==> config.mk <==
export PLATFORM = sky130hd
export DESIGN_NAME = last_note_priority_stack
export DESIGN_NICKNAME = d
export VERILOG_FILES = /design/src/hw/rtl/lnps_pkg.sv /design/src/hw/rtl/last_note_priority_stack.sv /design/src/hw/rtl/lnps_cell.sv
export VERILOG_INCLUDE_DIRS = /design/src /design/src/hw/rtl
export SDC_FILE = /design/constraint.sdc
export NUM_CORES = 1
export LEC_CHECK = 0
export ABC_CLOCK_PERIOD_IN_PS = 2600
export BUFFER_PORTS_ARGS = -buffer_cell sky130_fd_sc_hd__clkbuf_2
export CELL_PAD_IN_SITES_DETAIL_PLACEMENT = 0
export CELL_PAD_IN_SITES_GLOBAL_PLACEMENT = 1
export CORE_ASPECT_RATIO = 1.2
export CORE_MARGIN = 5
export CORE_UTILIZATION = 40
export CTS_CLUSTER_DIAMETER = 60
export CTS_CLUSTER_SIZE = 30
export DETAILED_ROUTE_END_ITERATION = 8
export GPL_ROUTABILITY_DRIVEN = 0
export HOLD_SLACK_MARGIN = 0.02
export PLACE_DENSITY = 0.74
export SLEW_MARGIN = 20
export SYNTH_ARGS = -nofsm -noshare
export SYNTH_HDL_FRONTEND = slang
export SYNTH_SLANG_ARGS = --single-unit
==> constraint.sdc <==
create_clock -name clk -period 2.6 [get_ports clk]
set_input_delay 0.26 -clock clk [delete_from_list [all_inputs] [get_ports clk]]
set_output_delay 0.26 -clock clk [all_outputs]
set_load 0.02 [all_outputs]
==> src/hw/rtl/last_note_priority_stack_assert.svh <==
// ----------------------------------------------------------------------------
// Assertion macros for the last-note-priority stack
// Shared concurrent assertion forms, all disabled while reset is high.
// ----------------------------------------------------------------------------
`ifndef LAST_NOTE_PRIORITY_STACK_ASSERT_SVH
`define LAST_NOTE_PRIORITY_STACK_ASSERT_SVH

// The consequent must hold in the same cycle as the antecedent.
`define LNPS_ASSERT_IMPLY(label, clock, reset, ante, cons, msg) \
  label: assert property (@(posedge clock) disable iff (reset) (ante) |-> (cons)) \
    else $error(msg);

// The consequent must hold in the cycle after the antecedent.
`define LNPS_ASSERT_NEXT(label, clock, reset, ante, cons, msg) \
  label: assert property (@(posedge clock) disable iff (reset) (ante) |=> (cons)) \
    else $error(msg);

// The condition must hold in every cycle out of reset.
`define LNPS_ASSERT_ALWAYS(label, clock, reset, cond, msg) \
  label: assert property (@(posedge clock) disable iff (reset) (cond)) \
    else $error(msg);

`endif

==> src/hw/rtl/lnps_pkg.sv <==
// ----------------------------------------------------------------------------
// lnps_pkg
// Types and constants shared by the last-note-priority stack and its cells.
// ----------------------------------------------------------------------------
package lnps_pkg;

  localparam int POOL_DEPTH = 8;
  localparam int DEPTH_W    = (POOL_DEPTH > 1) ? $clog2(POOL_DEPTH) : 1;
  localparam int NOTE_W     = 7;
  localparam int VEL_W      = 7;
  localparam int CMD_W      = 2;
  localparam int SLOT_IDX_W = 3;

  localparam logic [CMD_W-1:0] CMD_NOTE_ON  = 2'd0;
  localparam logic [CMD_W-1:0] CMD_NOTE_OFF = 2'd1;
  localparam logic [CMD_W-1:0] CMD_READ     = 2'd2;

  typedef struct packed {
    logic [CMD_W-1:0]      cmd;
    logic [NOTE_W-1:0]     note_number;
    logic [VEL_W-1:0]      note_velocity;
    logic [SLOT_IDX_W-1:0] slot_index;
  } lnps_in_t;

  typedef struct packed {
    logic [NOTE_W-1:0] held_note;
    logic              any_held;
    logic              slot_valid;
    logic [NOTE_W-1:0] slot_note;
    logic [VEL_W-1:0]  slot_velocity;
    logic              release_found;
  } lnps_out_t;

  typedef struct packed {
    logic              flag;
    logic [NOTE_W-1:0] note;
    logic [VEL_W-1:0]  velocity;
  } lnps_slot_t;

  typedef struct packed {
    logic              push;
    logic              pull;
    logic [NOTE_W-1:0] key;
  } lnps_ctrl_t;

  localparam lnps_slot_t EMPTY_SLOT = '{flag: 1'b0, note: '0, velocity: '0};

endpackage

==> src/hw/rtl/last_note_priority_stack.sv <==
// ----------------------------------------------------------------------------
// last_note_priority_stack
// Last-note-priority note stack built as a chain of slot cells.
// ----------------------------------------------------------------------------
// A transaction is accepted at the edge where start is high and busy is low;
// the cell chain updates at that edge, and in the next cycle the result is on
// the result port with done high for that one cycle, read from the updated
// stack. Busy is high during the result cycle, so no new transaction is
// accepted until the result has been given. The receiver cannot stall:
// a result must be taken in the cycle done is high.
`include "last_note_priority_stack_assert.svh"

module last_note_priority_stack
  import lnps_pkg::*;
(
  input  logic      clk,
  input  logic      rst,
  input  logic      start,
  input  lnps_in_t  request,
  output logic      busy,
  output logic      done,
  output lnps_out_t result
);

  localparam int CMP_W = ((DEPTH_W > SLOT_IDX_W) ? DEPTH_W : SLOT_IDX_W) + 1;

  logic       accept;
  lnps_ctrl_t ctrl;
  lnps_slot_t slots      [POOL_DEPTH];
  lnps_slot_t slots_next [POOL_DEPTH];
  logic       match      [POOL_DEPTH+1];
  logic [POOL_DEPTH-1:0] flags;

  logic                  pending;
  logic                  found;
  logic [SLOT_IDX_W-1:0] index;
  logic [NOTE_W-1:0]     sounding_note;
  logic [NOTE_W-1:0]     sounding_note_next;

  logic [CMP_W-1:0]   index_ext;
  logic               in_range;
  logic [DEPTH_W-1:0] sel;

  assign accept    = start && !busy;
  assign ctrl.push = accept && (request.cmd == CMD_NOTE_ON);
  assign ctrl.pull = accept && (request.cmd == CMD_NOTE_OFF);
  assign ctrl.key  = request.note_number;
  assign match[0]  = 1'b0;

  for (genvar i = 0; i < POOL_DEPTH; i++) begin : g_cell
    lnps_slot_t upper;
    lnps_slot_t lower;

    if (i == 0) begin : g_top
      assign upper = '{flag: 1'b1, note: request.note_number,
                       velocity: request.note_velocity};
    end else begin : g_mid
      assign upper = slots[i-1];
    end

    if (i == POOL_DEPTH - 1) begin : g_bottom
      assign lower = EMPTY_SLOT;
    end else begin : g_inner
      assign lower = slots[i+1];
    end

    lnps_cell u_cell (
      .clk       (clk),
      .rst       (rst),
      .ctrl      (ctrl),
      .upper     (upper),
      .lower     (lower),
      .match_in  (match[i]),
      .match_out (match[i+1]),
      .slot      (slots[i]),
      .slot_next (slots_next[i])
    );

    assign flags[i] = slots[i].flag;
  end

  always_comb begin
    sounding_note_next = sounding_note;
    if (ctrl.push) begin
      sounding_note_next = request.note_number;
    end else if (ctrl.pull && match[POOL_DEPTH]) begin
      sounding_note_next = slots_next[0].flag ? slots_next[0].note : slots[0].note;
    end
  end

  always_ff @(posedge clk) begin
    if (rst) begin
      pending       <= 1'b0;
      found         <= 1'b0;
      index         <= '0;
      sounding_note <= '0;
    end else begin
      pending       <= accept;
      sounding_note <= sounding_note_next;
      if (accept) begin
        found <= ctrl.pull && match[POOL_DEPTH];
        index <= request.slot_index;
      end
    end
  end

  assign busy = pending;
  assign done = pending;

  assign index_ext = CMP_W'(index);
  assign in_range  = index_ext < CMP_W'(POOL_DEPTH);
  assign sel       = index_ext[DEPTH_W-1:0];

  always_comb begin
    result.held_note     = sounding_note;
    result.any_held      = slots[0].flag;
    result.release_found = found;
    if (in_range) begin
      result.slot_valid    = slots[sel].flag;
      result.slot_note     = slots[sel].note;
      result.slot_velocity = slots[sel].velocity;
    end else begin
      result.slot_valid    = 1'b0;
      result.slot_note     = '0;
      result.slot_velocity = '0;
    end
  end

  `LNPS_ASSERT_NEXT(a_result_follows, clk, rst, accept, done, "result missing after accept")
  `LNPS_ASSERT_NEXT(a_single_result, clk, rst, done, !done, "result held for two cycles")
  `LNPS_ASSERT_NEXT(a_push_sounds, clk, rst, ctrl.push,
    result.any_held && (result.held_note == $past(request.note_number)),
    "note on did not become the held note")
  `LNPS_ASSERT_NEXT(a_miss_keeps_pitch, clk, rst, ctrl.pull,
    result.release_found || $stable(sounding_note), "unmatched note off changed the pitch")
  `LNPS_ASSERT_ALWAYS(a_packed_stack, clk, rst,
    $onehot({1'b0, flags} + {{POOL_DEPTH{1'b0}}, 1'b1}), "occupied slots are not contiguous")

endmodule

==> src/hw/rtl/lnps_cell.sv <==
// ----------------------------------------------------------------------------
// lnps_cell
// One stack slot. On a push it takes the slot above; on a pull at or below
// the first matching slot it takes the slot below.
// ----------------------------------------------------------------------------
module lnps_cell
  import lnps_pkg::*;
(
  input  logic       clk,
  input  logic       rst,
  input  lnps_ctrl_t ctrl,
  input  lnps_slot_t upper,
  input  lnps_slot_t lower,
  input  logic       match_in,
  output logic       match_out,
  output lnps_slot_t slot,
  output lnps_slot_t slot_next
);

  logic hit;

  assign hit       = slot.flag && (slot.note == ctrl.key);
  assign match_out = match_in || hit;

  always_comb begin
    slot_next = slot;
    if (ctrl.push) begin
      slot_next = upper;
    end else if (ctrl.pull && match_out) begin
      slot_next = lower;
    end
  end

  always_ff @(posedge clk) begin
    if (rst) begin
      slot <= EMPTY_SLOT;
    end else begin
      slot <= slot_next;
    end
  end

endmodule

==> impl_metrics.json, run 1 <==
{
  "fin_nets": 863,
  "final_cells": 1078,
  "grt_max_degree": 64,
  "setup_slack_ns": 0.0969,
  "hold_buffers": 0,
  "synth.net_count": 813,
  "skew_ns": 0.0112,
  "cap_violations": 0,
  "layout_common_cells": "136 x nor2_1, 131 x dfxtp_1, 102 x nand2_1, 52 x buf_4, 50 x mux2i_1",
  "final_common_cell": "nor2_1",
  "synth.area.top_cells": "dfxtp_1 36%, mux4_2 9.2%, nor2_1 7.0%, mux2i_1 6.8%, a311oi_1 5.6%",
  "grt_pass1_vias": 6355,
  "whs_ns": 0.102,
  "final-hold-violation-count": 0,
  "report.final.slew_viol_count": 0,
  "die_width_um": 133,
  "finalWirelength_um": 22600,
  "clockBufferDepth": 2,
  "place_ws_ns": -0.0281,
  "syn_avg_cell_area_um2": 9.25,
  "pin_count": 48,
  "core_um2": 18100,
  "yosysUniqueCellTypes": 45,
  "grt_use_total_pct": 21.6,
  "die_h_um": 158,
  "drtAntennaViolNets": 0,
  "crit_path_max_fanout": 20,
  "hpwlAfterDp_um": 15500,
  "outcome": "complete, no violations",
  "root_buffer": "clkbuf_16",
  "synthToLayoutAreaGrowth_pct": 17.9,
  "setup_viol": 0,
  "route.vias.total": 6454,
  "overflow": 0,
  "cts_setup_buffers": 0,
  "holdCritPathClass": "in2reg",
  "required_ns": 2.34,
  "fill_cells": 1722,
  "start_util_pct": 40.4,
  "start_kind": "flop",
  "wl_per_cell_um": 20.9,
  "dpl.cell_count": 1046,
  "cts.sinks": 132,
  "synth-seq-cells": 132,
  "synth_edf_count": 0,
  "yosys_warnings": 0,
  "dieArea_um2": 21100,
  "drc_errors": 0,
  "firstDrtPassIters": 5,
  "clk_pin_slew_ns": 0.06,
  "clk_latency_ns": 0.42,
  "cp-end-kind": "output pin",
  "path_class": "reg2out",
  "worstMarginPinSlew_ns": 0.779,
  "drt_iter0_drc": 510,
  "ir_drop_mv": 0.372,
  "p_leak_nw": 3.09,
  "syn_area_um2": 7310,
  "synth_top_cell_by_area": "dfxtp_1",
  "numCtsBuffers": 17,
  "synth_seq_area_share_pct": 36.1,
  "cts_tree": "done",
  "diodes": 0,
  "antenna_found_initial": 0,
  "rsz0062_at_grt": "no",
  "pwr_density_cell_nw_per_um2": 599,
  "cts_max_level": 4,
  "rows": 54,
  "synth_top_area_share_pct": 36.1,
  "finalCritPeriodShare_pct": 96.3,
  "drive_gt1_share_pct": 24.4,
  "grt_pass1_wl_um": 35900,
  "postSynth.asyncResetShare_pct": 0,
  "cts_resized": 0,
  "max_freq_mhz": 400,
  "synthFlopType": "dfxtp_1",
  "tns_ns": 0,
  "r2r_setup_slack_ns": 0.24,
  "finalPower_mw": 5.17,
  "synthCells": 791,
  "via_per_inst": 5.99,
  "relSlewSlack_pct": 47.9,
  "numPortBuffers": 47,
  "arrival_ns": 2.24,
  "min_period_ns": 2.50
}
==> final timing paths <==
kind / startpoint / to / cells past startpoint
setup / recovery: index[1]$_SDFFE_PP0P_ / result[6] / 4
hold / removal: request[1] / index[1]$_SDFFE_PP0P_ / 3
setup reg to reg: g_cell[2].u_cell.slot[12]$_SDFFE_PP0P_ / g_cell[4].u_cell.slot[10]$_SDFFE_PP0P_ / 8
hold reg to reg: sounding_note[3]$_SDFFE_PP0P_ / sounding_note[3]$_SDFFE_PP0P_ / 2
==> worst max-delay path: stages (launching register included) <==
cell and delay (ns):
dfxtp_1 0.72, buf_12 0.27, mux4_2 0.33, mux2_2 0.31, clkbuf_2 0.17
==> cells in the mapped netlist (12+ instances only) <==
cell type	number
nor2_1	136
dfxtp_1	132
nand2_1	102
mux2i_1	50
a311oi_1	47
clkbuf_1	44
a211oi_1	43
xnor2_1	33
mux4_2	30
xor2_1	23
a22o_1	15
mux2_2	15
buf_4	12
==> per-stage QoR <==
step / area [um2] / utilization [%]
global route: 8630 / 47.6
finish: 8630 / 47.6
detailed placement: 8060 / 44.5
CTS: 8620 / 47.6
floorplan: 7310 / -
global placement: 8060 / 44.5
==> cell families after synthesis <==
logic type                after synthesis  share of synthesized area [%]
and+or+nand+nor                       279                           16.5
xor gates and xnor gates               56                           6.71
DFF                                   132                           36.1
AOI/OAI and AO/OA                     151                           16.9
buffers and inverters                  78                           5.35
muxes                                  95                           18.4
==> layer usage <==
| metal | share of wire, % | track usage [%] | vias to the layer above |
|---|---|---|---|
| li1 | - | - | 2999 |
| met1 | 42 | 26.6 | 3223 |
| met2 | 51 | 38.1 | 192 |
| met3 | 4.2 | 3.78 | 40 |
| met4 | 2.4 | 8.04 | 0 |
| met5 | 0 | 0 | - |
==> flip-flops by register name (all words and copies together) (netlist names) <==
register            flops
g_cell.u_cell.slot    120
sounding_note           7
index                   3
busy                    1
found                   1
==> cell type report <==
class	instances	area (um2)	share of cell area (%)
repair buffers	108	821	9.51
multi-input cells	581	4320	50.1
clock inverters	15	134	1.55
clock buffers	17	425	4.93
inverters	1	3.75	0.0435
well taps	224	280	3.25
flip-flops and latches	132	2640	30.6
==> where the power goes <==
| group | switching [mW] | leakage (nW) | internal (mW) |
|---|---|---|---|
| Combinational | 0.360 | 1.74 | 0.291 |
| Clock | 0.975 | 0.275 | 1.32 |
| Sequential | 0.114 | 1.08 | 2.11 |
(Power assumes the default switching activity.)
==> run 2, diff against run 1 <==
==> constraint.sdc (replaced) <==
create_clock -name clk -period 2.6 [get_ports clk]
set_input_delay 0.13 -clock clk [delete_from_list [all_inputs] [get_ports clk]]
set_output_delay 0.13 -clock clk [all_outputs]
set_load 0.02 [all_outputs]
==> run 2 against run 1 <==
- fmax up 2.7%
- sequential share of layout area up 0.12 points
- first-iteration DRC count down 11%
- largest power group unchanged
- largest cell class unchanged
==> impl_metrics.json, run 2 (synthesis results as in run 1) <==
{
  "cts_tree": "done",
  "relSlewSlack_pct": 25.2,
  "regMostFlops": "g_cell.u_cell.slot",
  "core_um2": 18100,
  "hold-path-cell-count": 4,
  "p_int_mw": 3.95,
  "root_buffer": "clkbuf_16",
  "drc_errors": 0,
  "p_leak_nw": 3.04,
  "timing.rr.start": "g_cell[0].u_cell.slot[12]$_SDFF_PP0_",
  "largest_reg_flops": 120,
  "wl_per_cell_um": 19.9,
  "grt_max_degree": 64,
  "arrival_ns": 2.79,
  "pin_count": 48,
  "pwr_density_cell_nw_per_um2": 620,
  "power_frac_clock_pct": 46.6,
  "final_common_cell": "nor2_1",
  "hpwlAfterDp_um": 14600,
  "die_width_um": 133,
  "r2r_end": "g_cell[7].u_cell.slot[6]$_SDFFE_PP0P_",
  "overflow": 0,
  "rsz0062_at_grt": "no",
  "holdCritPathClass": "in2reg",
  "clk_latency_ns": 0.42,
  "top_regs": "g_cell.u_cell.slot: 120 flops, sounding_note: 7 flops, index: 3 flops",
  "diodes": 0,
  "report.final.slew_viol_count": 0,
  "dieArea_um2": 21100,
  "crit_path_max_fanout": 15,
  "numCtsBuffers": 17,
  "cts_max_level": 4,
  "start_kind": "flop",
  "cp_slowest_cell": "nor3_2",
  "combPwrFrac_pct": 11.7,
  "rows": 54,
  "start_util_pct": 40.4,
  "netSwitchingFraction_pct": 25.9,
  "grt_use_total_pct": 20.8,
  "layout_common_cells": "136 x nor2_1, 131 x dfxtp_1, 102 x nand2_1, 50 x mux2i_1, 47 x a311oi_1",
  "die_h_um": 158,
  "critical_path.max_stage_delay_ns": 0.88,
  "firstDrtPassIters": 5,
  "drtAntennaViolNets": 0,
  "finalWirelength_um": 21200,
  "ir_drop_mv": 0.371,
  "worstMarginPinSlew_ns": 1.12,
  "outcome": "complete, no violations",
  "cp-end-kind": "flop",
  "grt_pass1_wl_um": 34900,
  "tns_ns": 0,
  "finalCritPeriodShare_pct": 93.7,
  "ff2ff_path_depth": 7,
  "final-hold-violation-count": 0,
  "cap_violations": 0,
  "power_frac_seq_pct": 41.7,
  "path_class": "reg2reg",
  "setup_viol": 0,
  "min_to": "busy$_SDFF_PP0_",
  "skew_ns": 0.0127,
  "place_ws_ns": 0.145,
  "numPortBuffers": 47,
  "switchingPower_mw": 1.38,
  "antenna_found_initial": 1,
  "grt_pass1_vias": 6350,
  "min_period_ns": 2.44,
  "setup_slack_ns": 0.164,
  "via_per_inst": 5.89,
  "hold_path_startpoint": "start",
  "fin_nets": 851,
  "route.vias.total": 6275,
  "drt_iter0_drc": 452,
  "path_cells": "xor2_1 -> nor4_4 -> and2_1 -> nor2_2 -> a31oi_4 -> nor3_2 -> a22o_1",
  "clk_pin_slew_ns": 0.06,
  "cts.sinks": 132,
  "r2r_setup_slack_ns": 0.16,
  "synthToLayoutAreaGrowth_pct": 17.5,
  "drive_gt1_share_pct": 21.9,
  "clockBufferDepth": 2,
  "max_freq_mhz": 410,
  "required_ns": 2.96
}
run 2: cell count changes in the layout (fill, tap and decap cells not counted), sizes merged:
cell / before / now
clkbuf: 63 / 67
dlygate4sd3: 0 / 10
bufinv: 1 / 3
clkinv: 9 / 4
inv: 4 / 3
buf: 62 / 40
run 2: repair_timing:
| action | in CTS | in global routing |
|---|---|---|
| gates resized for setup | 0 | 0 |
| endpoints found under the hold margin | 10 | 0 |
| buffers inserted | 0 | 0 |
| hold buffers | 10 | 0 |
run 2: area by class of cell:
class                   instances  area [um2]
clock buffers                  21         460
clock inverters                11         150
fillers                      1705        9510
inverters                       1        3.75
multi-input cells             581        4310
flip-flops and latches        132        2640
well taps                     224         280
repair buffers                 96         743
run 2: power groups by stage:
stage | logic (mW) | clock network [mW] | registers, mW
2_1_floorplan | 0.448 | 0 | 2.22
3_3_place_gp | 0.601 | 0 | 2.26
3_5_place_dp | 0.611 | 0 | 2.26
4_1_cts | 0.625 | 2.54 | 2.22
5_1_grt | 0.678 | 2.63 | 2.23
6_report | 0.623 | 2.49 | 2.22
run 2: worst max-delay path, delay by kind of cell (launching register included):
kind,cells,cell delay (ns)
AO/OA/AOI/OAI,2,0.35
XOR/XNOR,1,0.27
flip-flops,1,0.41
AND/OR/NAND/NOR,4,1.32
run 2: stage by stage:
stage	hold slack, ns	power, mW	cells	instance area [um2]	utilization (%)
after global placement	0.377	2.86	1024	7880	43.5
after CTS	0.0991	5.38	1066	8590	47.5
after global routing	0.130	5.54	1066	8590	47.5
final	0.116	5.33	1066	8590	47.5
after detailed placement	0.381	2.87	1024	7880	43.5
after floorplan	0.274	2.67	791	7310	-
run 2: per-layer routing:
metal / vias up / routed length [um] / track usage (%)
met3: 37 / 902 / 3.50
li1: 2972 / - / -
met4: 2 / 502 / 8.57
met5: - / 8 / 0
met2: 160 / 10200 / 34.7
met1: 3104 / 9560 / 27.1
run 2: how the worst max path moves through the flow:
stage,start,cells after the start,slack [ns],to
2_1_floorplan,busy$_SDFF_PP0_,9,0.43,g_cell[6].u_cell.slot[0]$_SDFFE_PP0P_
3_3_place_gp,request[13],8,0.18,g_cell[7].u_cell.slot[1]$_SDFFE_PP0P_
3_5_place_dp,request[15],8,0.14,g_cell[7].u_cell.slot[12]$_SDFFE_PP0P_
4_1_cts,g_cell[0].u_cell.slot[12]$_SDFF_PP0_,7,0.18,g_cell[7].u_cell.slot[12]$_SDFFE_PP0P_
5_1_grt,g_cell[0].u_cell.slot[12]$_SDFF_PP0_,7,0.02,g_cell[7].u_cell.slot[6]$_SDFFE_PP0P_
6_report,g_cell[0].u_cell.slot[12]$_SDFF_PP0_,7,0.16,g_cell[7].u_cell.slot[6]$_SDFFE_PP0P_
